<file path="src/hw/rtl/aabb_pkg.sv">
// aabb_pkg: shared types, command and status codes for the box overlap finder
// no dependencies
`timescale 1ns / 1ps
package aabb_pkg;

    localparam int unsigned DefMaxEntities = 8;
    localparam int unsigned CmdQueueDepth = 2;

    typedef enum logic [2:0] {
        KIND_ADD    = 3'd0,
        KIND_REMOVE = 3'd1,
        KIND_CLEAR  = 3'd2,
        KIND_ENUM   = 3'd3,
        KIND_QUERY  = 3'd4
    } t_kind;

    typedef enum logic [1:0] {
        ST_OK        = 2'd0,
        ST_FULL      = 2'd1,
        ST_DUPLICATE = 2'd2,
        ST_NOT_FOUND = 2'd3
    } t_status;

    typedef enum logic [1:0] {
        BK_IDLE  = 2'd0,
        BK_SCAN  = 2'd1,
        BK_SHIFT = 2'd2,
        BK_DONE  = 2'd3
    } t_back_state;

    typedef struct packed {
        logic [2:0]         kind;
        logic [15:0]        entity_id;
        logic signed [31:0] min_x;
        logic signed [31:0] min_y;
        logic signed [31:0] min_z;
        logic signed [31:0] max_x;
        logic signed [31:0] max_y;
        logic signed [31:0] max_z;
    } t_in_item;

    typedef struct packed {
        logic [15:0] first_id;
        logic [15:0] second_id;
        logic        pair_valid;
        logic [1:0]  status;
        logic        last;
    } t_out_item;

    // closed interval overlap on all three axes
    function automatic logic boxes_overlap(
        input logic signed [31:0] a_lx, input logic signed [31:0] a_ly,
        input logic signed [31:0] a_lz, input logic signed [31:0] a_hx,
        input logic signed [31:0] a_hy, input logic signed [31:0] a_hz,
        input logic signed [31:0] b_lx, input logic signed [31:0] b_ly,
        input logic signed [31:0] b_lz, input logic signed [31:0] b_hx,
        input logic signed [31:0] b_hy, input logic signed [31:0] b_hz);
        return (a_lx <= b_hx) && (b_lx <= a_hx) &&
               (a_ly <= b_hy) && (b_ly <= a_hy) &&
               (a_lz <= b_hz) && (b_lz <= a_hz);
    endfunction

endpackage

</file>
<file path="src/hw/rtl/aabb_cmd_queue.sv">
// aabb_cmd_queue: front part, takes command beats into a short fifo
// depends on aabb_pkg
`timescale 1ns / 1ps
module aabb_cmd_queue
    import aabb_pkg::*;
#(
    parameter int unsigned DEPTH = CmdQueueDepth
) (
    input  logic     i_clk,
    input  logic     i_rst_n,
    input  logic     i_push,
    input  t_in_item i_item,
    output logic     o_full,
    output logic     o_empty,
    input  logic     i_pop,
    output t_in_item o_item
);
    localparam int unsigned AW = (DEPTH > 1) ? $clog2(DEPTH) : 1;

    t_in_item       r_mem [DEPTH];
    logic [AW-1:0]  r_wp, r_rp;
    logic [AW:0]    r_cnt;

    assign o_full  = (r_cnt == (AW+1)'(DEPTH));
    assign o_empty = (r_cnt == '0);
    assign o_item  = r_mem[r_rp];

    // storage
    always_ff @(posedge i_clk) begin
        if (i_push) begin
            r_mem[r_wp] <= i_item;
        end
    end

    // pointers
    always_ff @(posedge i_clk) begin
        if (!i_rst_n) begin
            r_wp <= '0;
            r_rp <= '0;
            r_cnt <= '0;
        end else begin
            if (i_push) begin
                r_wp <= (r_wp == AW'(DEPTH-1)) ? '0 : r_wp + 1'b1;
            end
            if (i_pop) begin
                r_rp <= (r_rp == AW'(DEPTH-1)) ? '0 : r_rp + 1'b1;
            end
            r_cnt <= r_cnt + (AW+1)'(i_push) - (AW+1)'(i_pop);
        end
    end
endmodule

</file>
<file path="src/hw/rtl/aabb_exec.sv">
// aabb_exec: back part, entry table and the per-command sequencer
// depends on aabb_pkg
`timescale 1ns / 1ps
module aabb_exec
    import aabb_pkg::*;
#(
    parameter int unsigned MAX_ENTITIES = DefMaxEntities
) (
    input  logic      i_clk,
    input  logic      i_rst_n,
    input  logic      i_q_empty,
    input  t_in_item  i_cmd,
    output logic      o_pop,
    output logic      o_strobe,
    output t_out_item o_result
);
    localparam int unsigned IW = $clog2(MAX_ENTITIES);
    localparam int unsigned CW = $clog2(MAX_ENTITIES + 1);

    logic [15:0]        r_id  [MAX_ENTITIES];
    logic signed [31:0] r_lx [MAX_ENTITIES], r_ly [MAX_ENTITIES], r_lz [MAX_ENTITIES];
    logic signed [31:0] r_hx [MAX_ENTITIES], r_hy [MAX_ENTITIES], r_hz [MAX_ENTITIES];

    t_back_state r_state, n_state;
    t_in_item    r_cmd;
    logic [CW-1:0] r_count;
    logic [CW-1:0] r_i, r_j;
    logic          r_any;
    logic          r_found;
    t_out_item     r_pend;
    logic [CW-1:0] n_i, n_j;

    logic [IW-1:0] ai, aj;
    logic          hit_pair, hit_query, id_match, hit_id, scan_end;
    logic          hit;
    logic          emit;
    t_out_item     res;
    t_out_item     hit_beat;

    assign ai = r_i[IW-1:0];
    assign aj = r_j[IW-1:0];

    // one box test per cycle
    assign hit_pair = boxes_overlap(r_lx[ai], r_ly[ai], r_lz[ai], r_hx[ai], r_hy[ai],
                                    r_hz[ai], r_lx[aj], r_ly[aj], r_lz[aj], r_hx[aj],
                                    r_hy[aj], r_hz[aj]);
    assign hit_query = boxes_overlap(r_lx[ai], r_ly[ai], r_lz[ai], r_hx[ai], r_hy[ai],
                                     r_hz[ai], r_cmd.min_x, r_cmd.min_y, r_cmd.min_z,
                                     r_cmd.max_x, r_cmd.max_y, r_cmd.max_z);
    assign id_match = (r_id[ai] == r_cmd.entity_id);
    assign hit_id = id_match && (r_count != '0);

    // a reported pair is held back one hit so the final one can carry last
    assign hit = (r_cmd.kind == KIND_ENUM && r_count >= CW'(2) && hit_pair) ||
                 (r_cmd.kind == KIND_QUERY && r_count != '0 && hit_query);
    assign hit_beat = '{first_id: r_id[ai],
                        second_id: (r_cmd.kind == KIND_ENUM) ? r_id[aj] : r_cmd.entity_id,
                        pair_valid: 1'b1, status: ST_OK, last: 1'b0};

    // scan index step and end detection
    always_comb begin
        n_i = r_i;
        n_j = r_j;
        scan_end = 1'b0;
        case (r_cmd.kind)
            KIND_ENUM: begin
                if (r_j + 1'b1 < r_count) begin
                    n_j = r_j + 1'b1;
                end else begin
                    n_i = r_i + 1'b1;
                    n_j = r_i + 2'd2;
                    scan_end = (r_i + 2'd2 >= r_count);
                end
            end
            default: begin
                n_i = r_i + 1'b1;
                scan_end = (r_i + 1'b1 >= r_count);
            end
        endcase
    end

    // next state
    always_comb begin
        n_state = r_state;
        case (r_state)
            BK_IDLE: if (!i_q_empty) n_state = BK_SCAN;
            BK_SCAN: begin
                if (r_cmd.kind == KIND_ENUM || r_cmd.kind == KIND_QUERY) begin
                    if (r_count == '0 || scan_end ||
                        (r_cmd.kind == KIND_ENUM && r_count < CW'(2))) begin
                        n_state = BK_DONE;
                    end
                end else if (r_cmd.kind == KIND_ADD || r_cmd.kind == KIND_REMOVE) begin
                    if (r_count == '0 || scan_end || hit_id) begin
                        n_state = (r_cmd.kind == KIND_REMOVE && hit_id) ? BK_SHIFT
                                                                        : BK_DONE;
                    end
                end else begin
                    n_state = BK_DONE;
                end
            end
            BK_SHIFT: if (r_i + 1'b1 >= r_count) n_state = BK_DONE;
            BK_DONE:  n_state = BK_IDLE;
            default:  n_state = BK_IDLE;
        endcase
    end

    // outputs
    always_comb begin
        res = '0;
        emit = 1'b0;
        o_pop = (r_state == BK_IDLE) && !i_q_empty;
        case (r_state)
            BK_SCAN: begin
                if (hit && r_any) begin
                    emit = 1'b1;
                    res = r_pend;
                end
            end
            BK_DONE: begin
                case (r_cmd.kind)
                    KIND_ADD: begin
                        emit = 1'b1;
                        if (r_found) res.status = ST_DUPLICATE;
                        else if (r_count == CW'(MAX_ENTITIES)) res.status = ST_FULL;
                    end
                    KIND_REMOVE: begin
                        emit = 1'b1;
                        if (!r_found) res.status = ST_NOT_FOUND;
                    end
                    KIND_ENUM, KIND_QUERY: begin
                        emit = 1'b1;
                        if (r_any) res = r_pend;
                    end
                    default: emit = 1'b1;
                endcase
                res.last = 1'b1;
            end
            default: ;
        endcase
        o_strobe = emit;
        o_result = res;
    end

    // control registers
    always_ff @(posedge i_clk) begin
        if (!i_rst_n) begin
            r_state <= BK_IDLE;
            r_count <= '0;
            r_any <= 1'b0;
            r_found <= 1'b0;
        end else begin
            r_state <= n_state;
            case (r_state)
                BK_IDLE: begin
                    r_any <= 1'b0;
                    r_found <= 1'b0;
                end
                BK_SCAN: begin
                    if (hit) r_any <= 1'b1;
                    if ((r_cmd.kind == KIND_ADD || r_cmd.kind == KIND_REMOVE) && hit_id) begin
                        r_found <= 1'b1;
                    end
                    if (r_cmd.kind == KIND_CLEAR) r_count <= '0;
                end
                BK_DONE: begin
                    if (r_cmd.kind == KIND_ADD && !r_found &&
                        r_count != CW'(MAX_ENTITIES)) begin
                        r_count <= r_count + 1'b1;
                    end
                    if (r_cmd.kind == KIND_REMOVE && r_found) r_count <= r_count - 1'b1;
                end
                default: ;
            endcase
        end
    end

    // command, held pair beat and scan indexes
    always_ff @(posedge i_clk) begin
        case (r_state)
            BK_IDLE: begin
                r_cmd <= i_cmd;
                r_i <= '0;
                r_j <= CW'(1);
            end
            BK_SCAN: begin
                if (hit) r_pend <= hit_beat;
                // a remove match keeps the index where the move-down starts
                if (!(r_cmd.kind == KIND_REMOVE && hit_id)) begin
                    r_i <= n_i;
                end
                r_j <= n_j;
            end
            BK_SHIFT: r_i <= r_i + 1'b1;
            default: ;
        endcase
    end

    // entry table: append on add, move down one on remove
    always_ff @(posedge i_clk) begin
        if (r_state == BK_DONE && r_cmd.kind == KIND_ADD && !r_found &&
            r_count != CW'(MAX_ENTITIES)) begin
            r_id[r_count[IW-1:0]] <= r_cmd.entity_id;
            r_lx[r_count[IW-1:0]] <= r_cmd.min_x;
            r_ly[r_count[IW-1:0]] <= r_cmd.min_y;
            r_lz[r_count[IW-1:0]] <= r_cmd.min_z;
            r_hx[r_count[IW-1:0]] <= r_cmd.max_x;
            r_hy[r_count[IW-1:0]] <= r_cmd.max_y;
            r_hz[r_count[IW-1:0]] <= r_cmd.max_z;
        end else if (r_state == BK_SHIFT && r_i + 1'b1 < r_count) begin
            r_id[ai] <= r_id[IW'(r_i + 1'b1)];
            r_lx[ai] <= r_lx[IW'(r_i + 1'b1)];
            r_ly[ai] <= r_ly[IW'(r_i + 1'b1)];
            r_lz[ai] <= r_lz[IW'(r_i + 1'b1)];
            r_hx[ai] <= r_hx[IW'(r_i + 1'b1)];
            r_hy[ai] <= r_hy[IW'(r_i + 1'b1)];
            r_hz[ai] <= r_hz[IW'(r_i + 1'b1)];
        end
    end
endmodule

</file>
<file path="src/hw/rtl/aabb_pair_overlap_finder.sv">
// the back part takes one command at a time and ends each with a beat marked last
// it scans the table: add and remove stop at a matching id, remove then moves entries down,
// enumerate tests each pair of entries, query each entry against the box; clear empties it
// a two-beat command queue lets start be taken while the back part runs
// reset: synchronous active low, empties queue and table; results cannot be stalled
`timescale 1ns / 1ps
module aabb_pair_overlap_finder
    import aabb_pkg::*;
#(
    parameter int unsigned MAX_ENTITIES = DefMaxEntities
) (
    input  logic      i_clk,
    input  logic      i_rst_n,
    input  logic      start,
    output logic      busy,
    input  t_in_item  i_item,
    output logic      o_strobe,
    output t_out_item o_result
);
    logic     q_full, q_empty, q_pop;
    t_in_item q_item;

    assign busy = q_full;

    // front: command queue
    aabb_cmd_queue #(.DEPTH(CmdQueueDepth)) u_queue (
        .i_clk(i_clk), .i_rst_n(i_rst_n),
        .i_push(start && !q_full), .i_item(i_item),
        .o_full(q_full), .o_empty(q_empty),
        .i_pop(q_pop), .o_item(q_item)
    );

    // back: table and sequencer
    aabb_exec #(.MAX_ENTITIES(MAX_ENTITIES)) u_exec (
        .i_clk(i_clk), .i_rst_n(i_rst_n),
        .i_q_empty(q_empty), .i_cmd(q_item),
        .o_pop(q_pop),
        .o_strobe(o_strobe), .o_result(o_result)
    );
endmodule

</file>
<file path="config.mk">
export PLATFORM = sky130hd
export DESIGN_NAME = aabb_pair_overlap_finder
export DESIGN_NICKNAME = d
export VERILOG_FILES = /design/src/hw/rtl/aabb_pkg.sv /design/src/hw/rtl/aabb_cmd_queue.sv /design/src/hw/rtl/aabb_exec.sv /design/src/hw/rtl/aabb_pair_overlap_finder.sv
export SDC_FILE = /design/constraint.sdc
export NUM_CORES = 2
export LEC_CHECK = 0
export BUFFER_PORTS_ARGS = -buffer_cell sky130_fd_sc_hd__buf_2
export CAP_MARGIN = 20
export CORE_MARGIN = 8
export CORE_UTILIZATION = 49
export DETAILED_ROUTE_END_ITERATION = 10
export PLACE_DENSITY_LB_ADDON = 0.08
export SETUP_SLACK_MARGIN = 0.02
export SLEW_MARGIN = 5
export SYNTH_ARGS = -nofsm -noshare
export SYNTH_HDL_FRONTEND = slang
export SYNTH_SLANG_ARGS = --single-unit
</file>
<file path="constraint.sdc">
create_clock -name i_clk -period 14.86 [get_ports i_clk]
set_input_delay 1.486 -clock i_clk [delete_from_list [all_inputs] [get_ports i_clk]]
set_output_delay 1.486 -clock i_clk [all_outputs]
set_load 0.005 [all_outputs]
</file>
==> metrics.cfg <==
[status]
status = finished, final reports clean

[place]
dp_slack_ps = 5660
io_buffers = 251
gp_congestion = 0.822
place_hpwl_mm = 192
placed_area_sq_um = 127000

[sta]
min_period_ps = 9620
whs_ps = 529
rsz0062_at_grt = no
slew_viol_final = 0
setup_viol = 0
slew_headroom_pct = 13.2
clock_skew_ps = 62.9
layout_setup_ws_ps = 5240
finalHoldViolations = 0
tightest_slew_ps = 1300
fin_crit_sh_pct = 64.8
setup_tns_ps = 0
max_freq_ghz = 0.104

[grt]
grt_max_degree = 163
grt_pass1_vias = 71500
grt_pass1_wl_mm = 475
overflow = 0
grtUsageTotal_pct = 23.8
antenna_found_initial = 3

[worst_hold_path]
hp-class = reg2reg

[power_and_ir_drop]
power_w = 0.0271
ir_worst_vdd_mv = 0.250
power_density_nw_per_um2 = 199
p_leak_nw = 44.0

[setup_path]
crit_chain = buf_12 -> buf_4 -> mux4_2 -> mux2_2 -> ha_1 -> a21o_1 -> a21o_1 -> a21oi_1 -> o22ai_1 -> o41ai_1 -> a21oi_1 -> a211oi_1 -> nand2_1 -> buf_4 -> a211oi_1 -> buf_2
crit_type = reg2out
arrival_ps = 8140
slowest_delay_ps = 920
slowest_stage = o41ai_1
cp-end-kind = output port
critPathMaxFanout = 91
critical_path_required_ps = 13370
cp-start-kind = register

[clock_network]
worst_setup_hold_path_clk_slew_ps = 60
cts_buffers = 283
cts_root_buffer = clkbuf_16
cts_setup_buffers = 0
cts-htree-levels = 5
cts_buffer_depth = 4
insertion_delay_ps = 940
cts_hold_buffers = 0
cts_sinks = 2355
cts_tree = yes
cts_resized = 0

[yosys]
synth_cells = 6748
syn_nets = 7369
synth_warnings = 0
synth_edf_count = 2337
synth_area_sq_um = 122000
synth_seq_cells = 2355
synth.yosys.seq_area_share_pct = 57.8
ys_types = 73
synth_async_sr_flop_share_pct = 0
syn_area_per_cell_sq_um = 18.1
ys.flop_type = edfxtp_1

[route]
drt_pre_antenna_iters = 5
drc_errors = 0
routed_wirelength_mm = 322
wl_per_cell_microns = 30.6
postRouteAntennaNets = 0
viasPerCell = 6.50
vias = 68200
drt-initial-drc-count = 6019

[final_layout]
final_cell_mix = edfxtp_1, mux4_2, mux2i_1
final_area_sq_um = 136000
nets = 7592
final_common_cell = edfxtp_1
area_delta_synth_final_pct = 11.3
drive_gt1_share_pct = 33.9

[run]
drv_cap = 0

[floorplan]
die_w_microns = 515
die_y_microns = 515
start_util_pct = 49.2
core_area_sq_um = 248000
ioPinCount = 252
die_area_sq_um = 265000
row_count = 183

## where the power goes
group / switching (W) / internal, W
Combinational: 0.00613 / 0.00474
Clock: 0.00264 / 0.00386
Sequential: 0.000690 / 0.00903
Total: 0.00945 / 0.0176
## cells by family after synthesis
group | after synthesis | synth area share [%]
AO/OA/AOI/OAI | 644 | 3.20
XOR/XNOR | 27 | 0.194
adder cells (fa/ha/maj) | 407 | 4.18
buffers and inverters | 603 | 1.88
flip-flops | 2355 | 57.8
multiplexers | 2109 | 30.4
AND/OR/NAND/NOR | 603 | 2.36
## flip-flops by register name (all words and copies together), names as in the netlist, 32 cells and up, named ones only
signal	flops
u_exec.r_cmd	211
u_exec.r_hx	256
u_exec.r_hy	256
u_exec.r_hz	256
u_exec.r_id	128
u_exec.r_lx	256
u_exec.r_ly	256
u_exec.r_lz	256
u_exec.r_pend	32
u_queue.r_mem	422
## path summary, 6_finish.rpt
path,to,depth (start not counted),slack [ps],from
setup / recovery,o_result[34],16,5240,register
hold / removal,u_exec.r_cmd[175],1,530,u_queue.r_mem[0][175]
setup reg to reg,u_exec.r_hy[5][11],15,7520,u_exec.r_i[1]
hold reg to reg,u_exec.r_cmd[175],1,530,u_queue.r_mem[0][175]
## cells in the mapped netlist (4+ instances only)
cell type  instances  area [sq um]
edfxtp_1        2337         70200
mux4_2          1231         27700
mux2i_1          465          4650
mux2_2           408          4590
ha_1             406          5080
a21oi_1          356          1780
clkbuf_1         274          1030
nor2_1           265           995
inv_1            165           619
buf_1            148           556
nand4_1           87           544
nand2_1           83           312
a21o_1            67           503
o21ai_0           60           300
a211oi_1          49           368
nand3_1           37           185
nor3_1            37           185
nor2b_1           22           138
dfxtp_1           18           360
nor4_1            18           113
o21a_1            16           120
o211ai_1          15           113
xnor2_1           14           123
xor2_1            13           114
buf_2             11          55.1
and2_1            10          62.6
a22o_1             8          70.1
a31oi_1            8          50.1
and4_1             8          70.1
o31ai_1            8          60.1
a21boi_0           7          52.6
a221o_1            6          60.1
a221oi_1           6          52.6
and3_1             6          37.5
or4_1              5          37.5
a2111oi_0          4          35.0
a211o_1            4          35.0
nand2b_1           4          25.0
nand3b_1           4          30.0
o22ai_1            4          25.0
## metal layers
| metal | share of wire, % | vias up | GRT usage (%) | wire length [microns] |
|---|---|---|---|---|
| li1 | - | 29000 | - | - |
| met1 | 41 | 36200 | 32.3 | 132000 |
| met2 | 50 | 2418 | 40.6 | 162000 |
| met3 | 5.7 | 554 | 3.43 | 18300 |
| met4 | 2.9 | 0 | 6.83 | 9330 |
| met5 | 0 | - | 0 | 0 |
## cell type report
cell class / count / area (sq um)
inverters: 166 / 623
flip-flops and latches: 2355 / 70600
fillers: 19200 / 112000
clock buffers: 335 / 7350
repair buffers: 375 / 2530
diodes: 1 / 2.50
clock inverters: 146 / 1230
multi-input cells: 3790 / 49300
well taps: 3330 / 4170
## per-stage QoR
step,cells,utilization (%)
6_report,10500,54.7
5_1_grt,10500,54.7
4_1_cts,10500,54.7
3_5_place_dp,10000,51.3
3_3_place_gp,10000,51.2
2_1_floorplan,6748,-
## critical path, delay by kind of cell, from the launching register on
family | cells | cell delay [ps]
fa+ha+maj | 1 | 290
compound gates | 8 | 2960
mux | 2 | 880
flops | 1 | 870
simple gates | 1 | 120
buf+inv | 4 | 1860
Power figures use the tool's default switching activity.
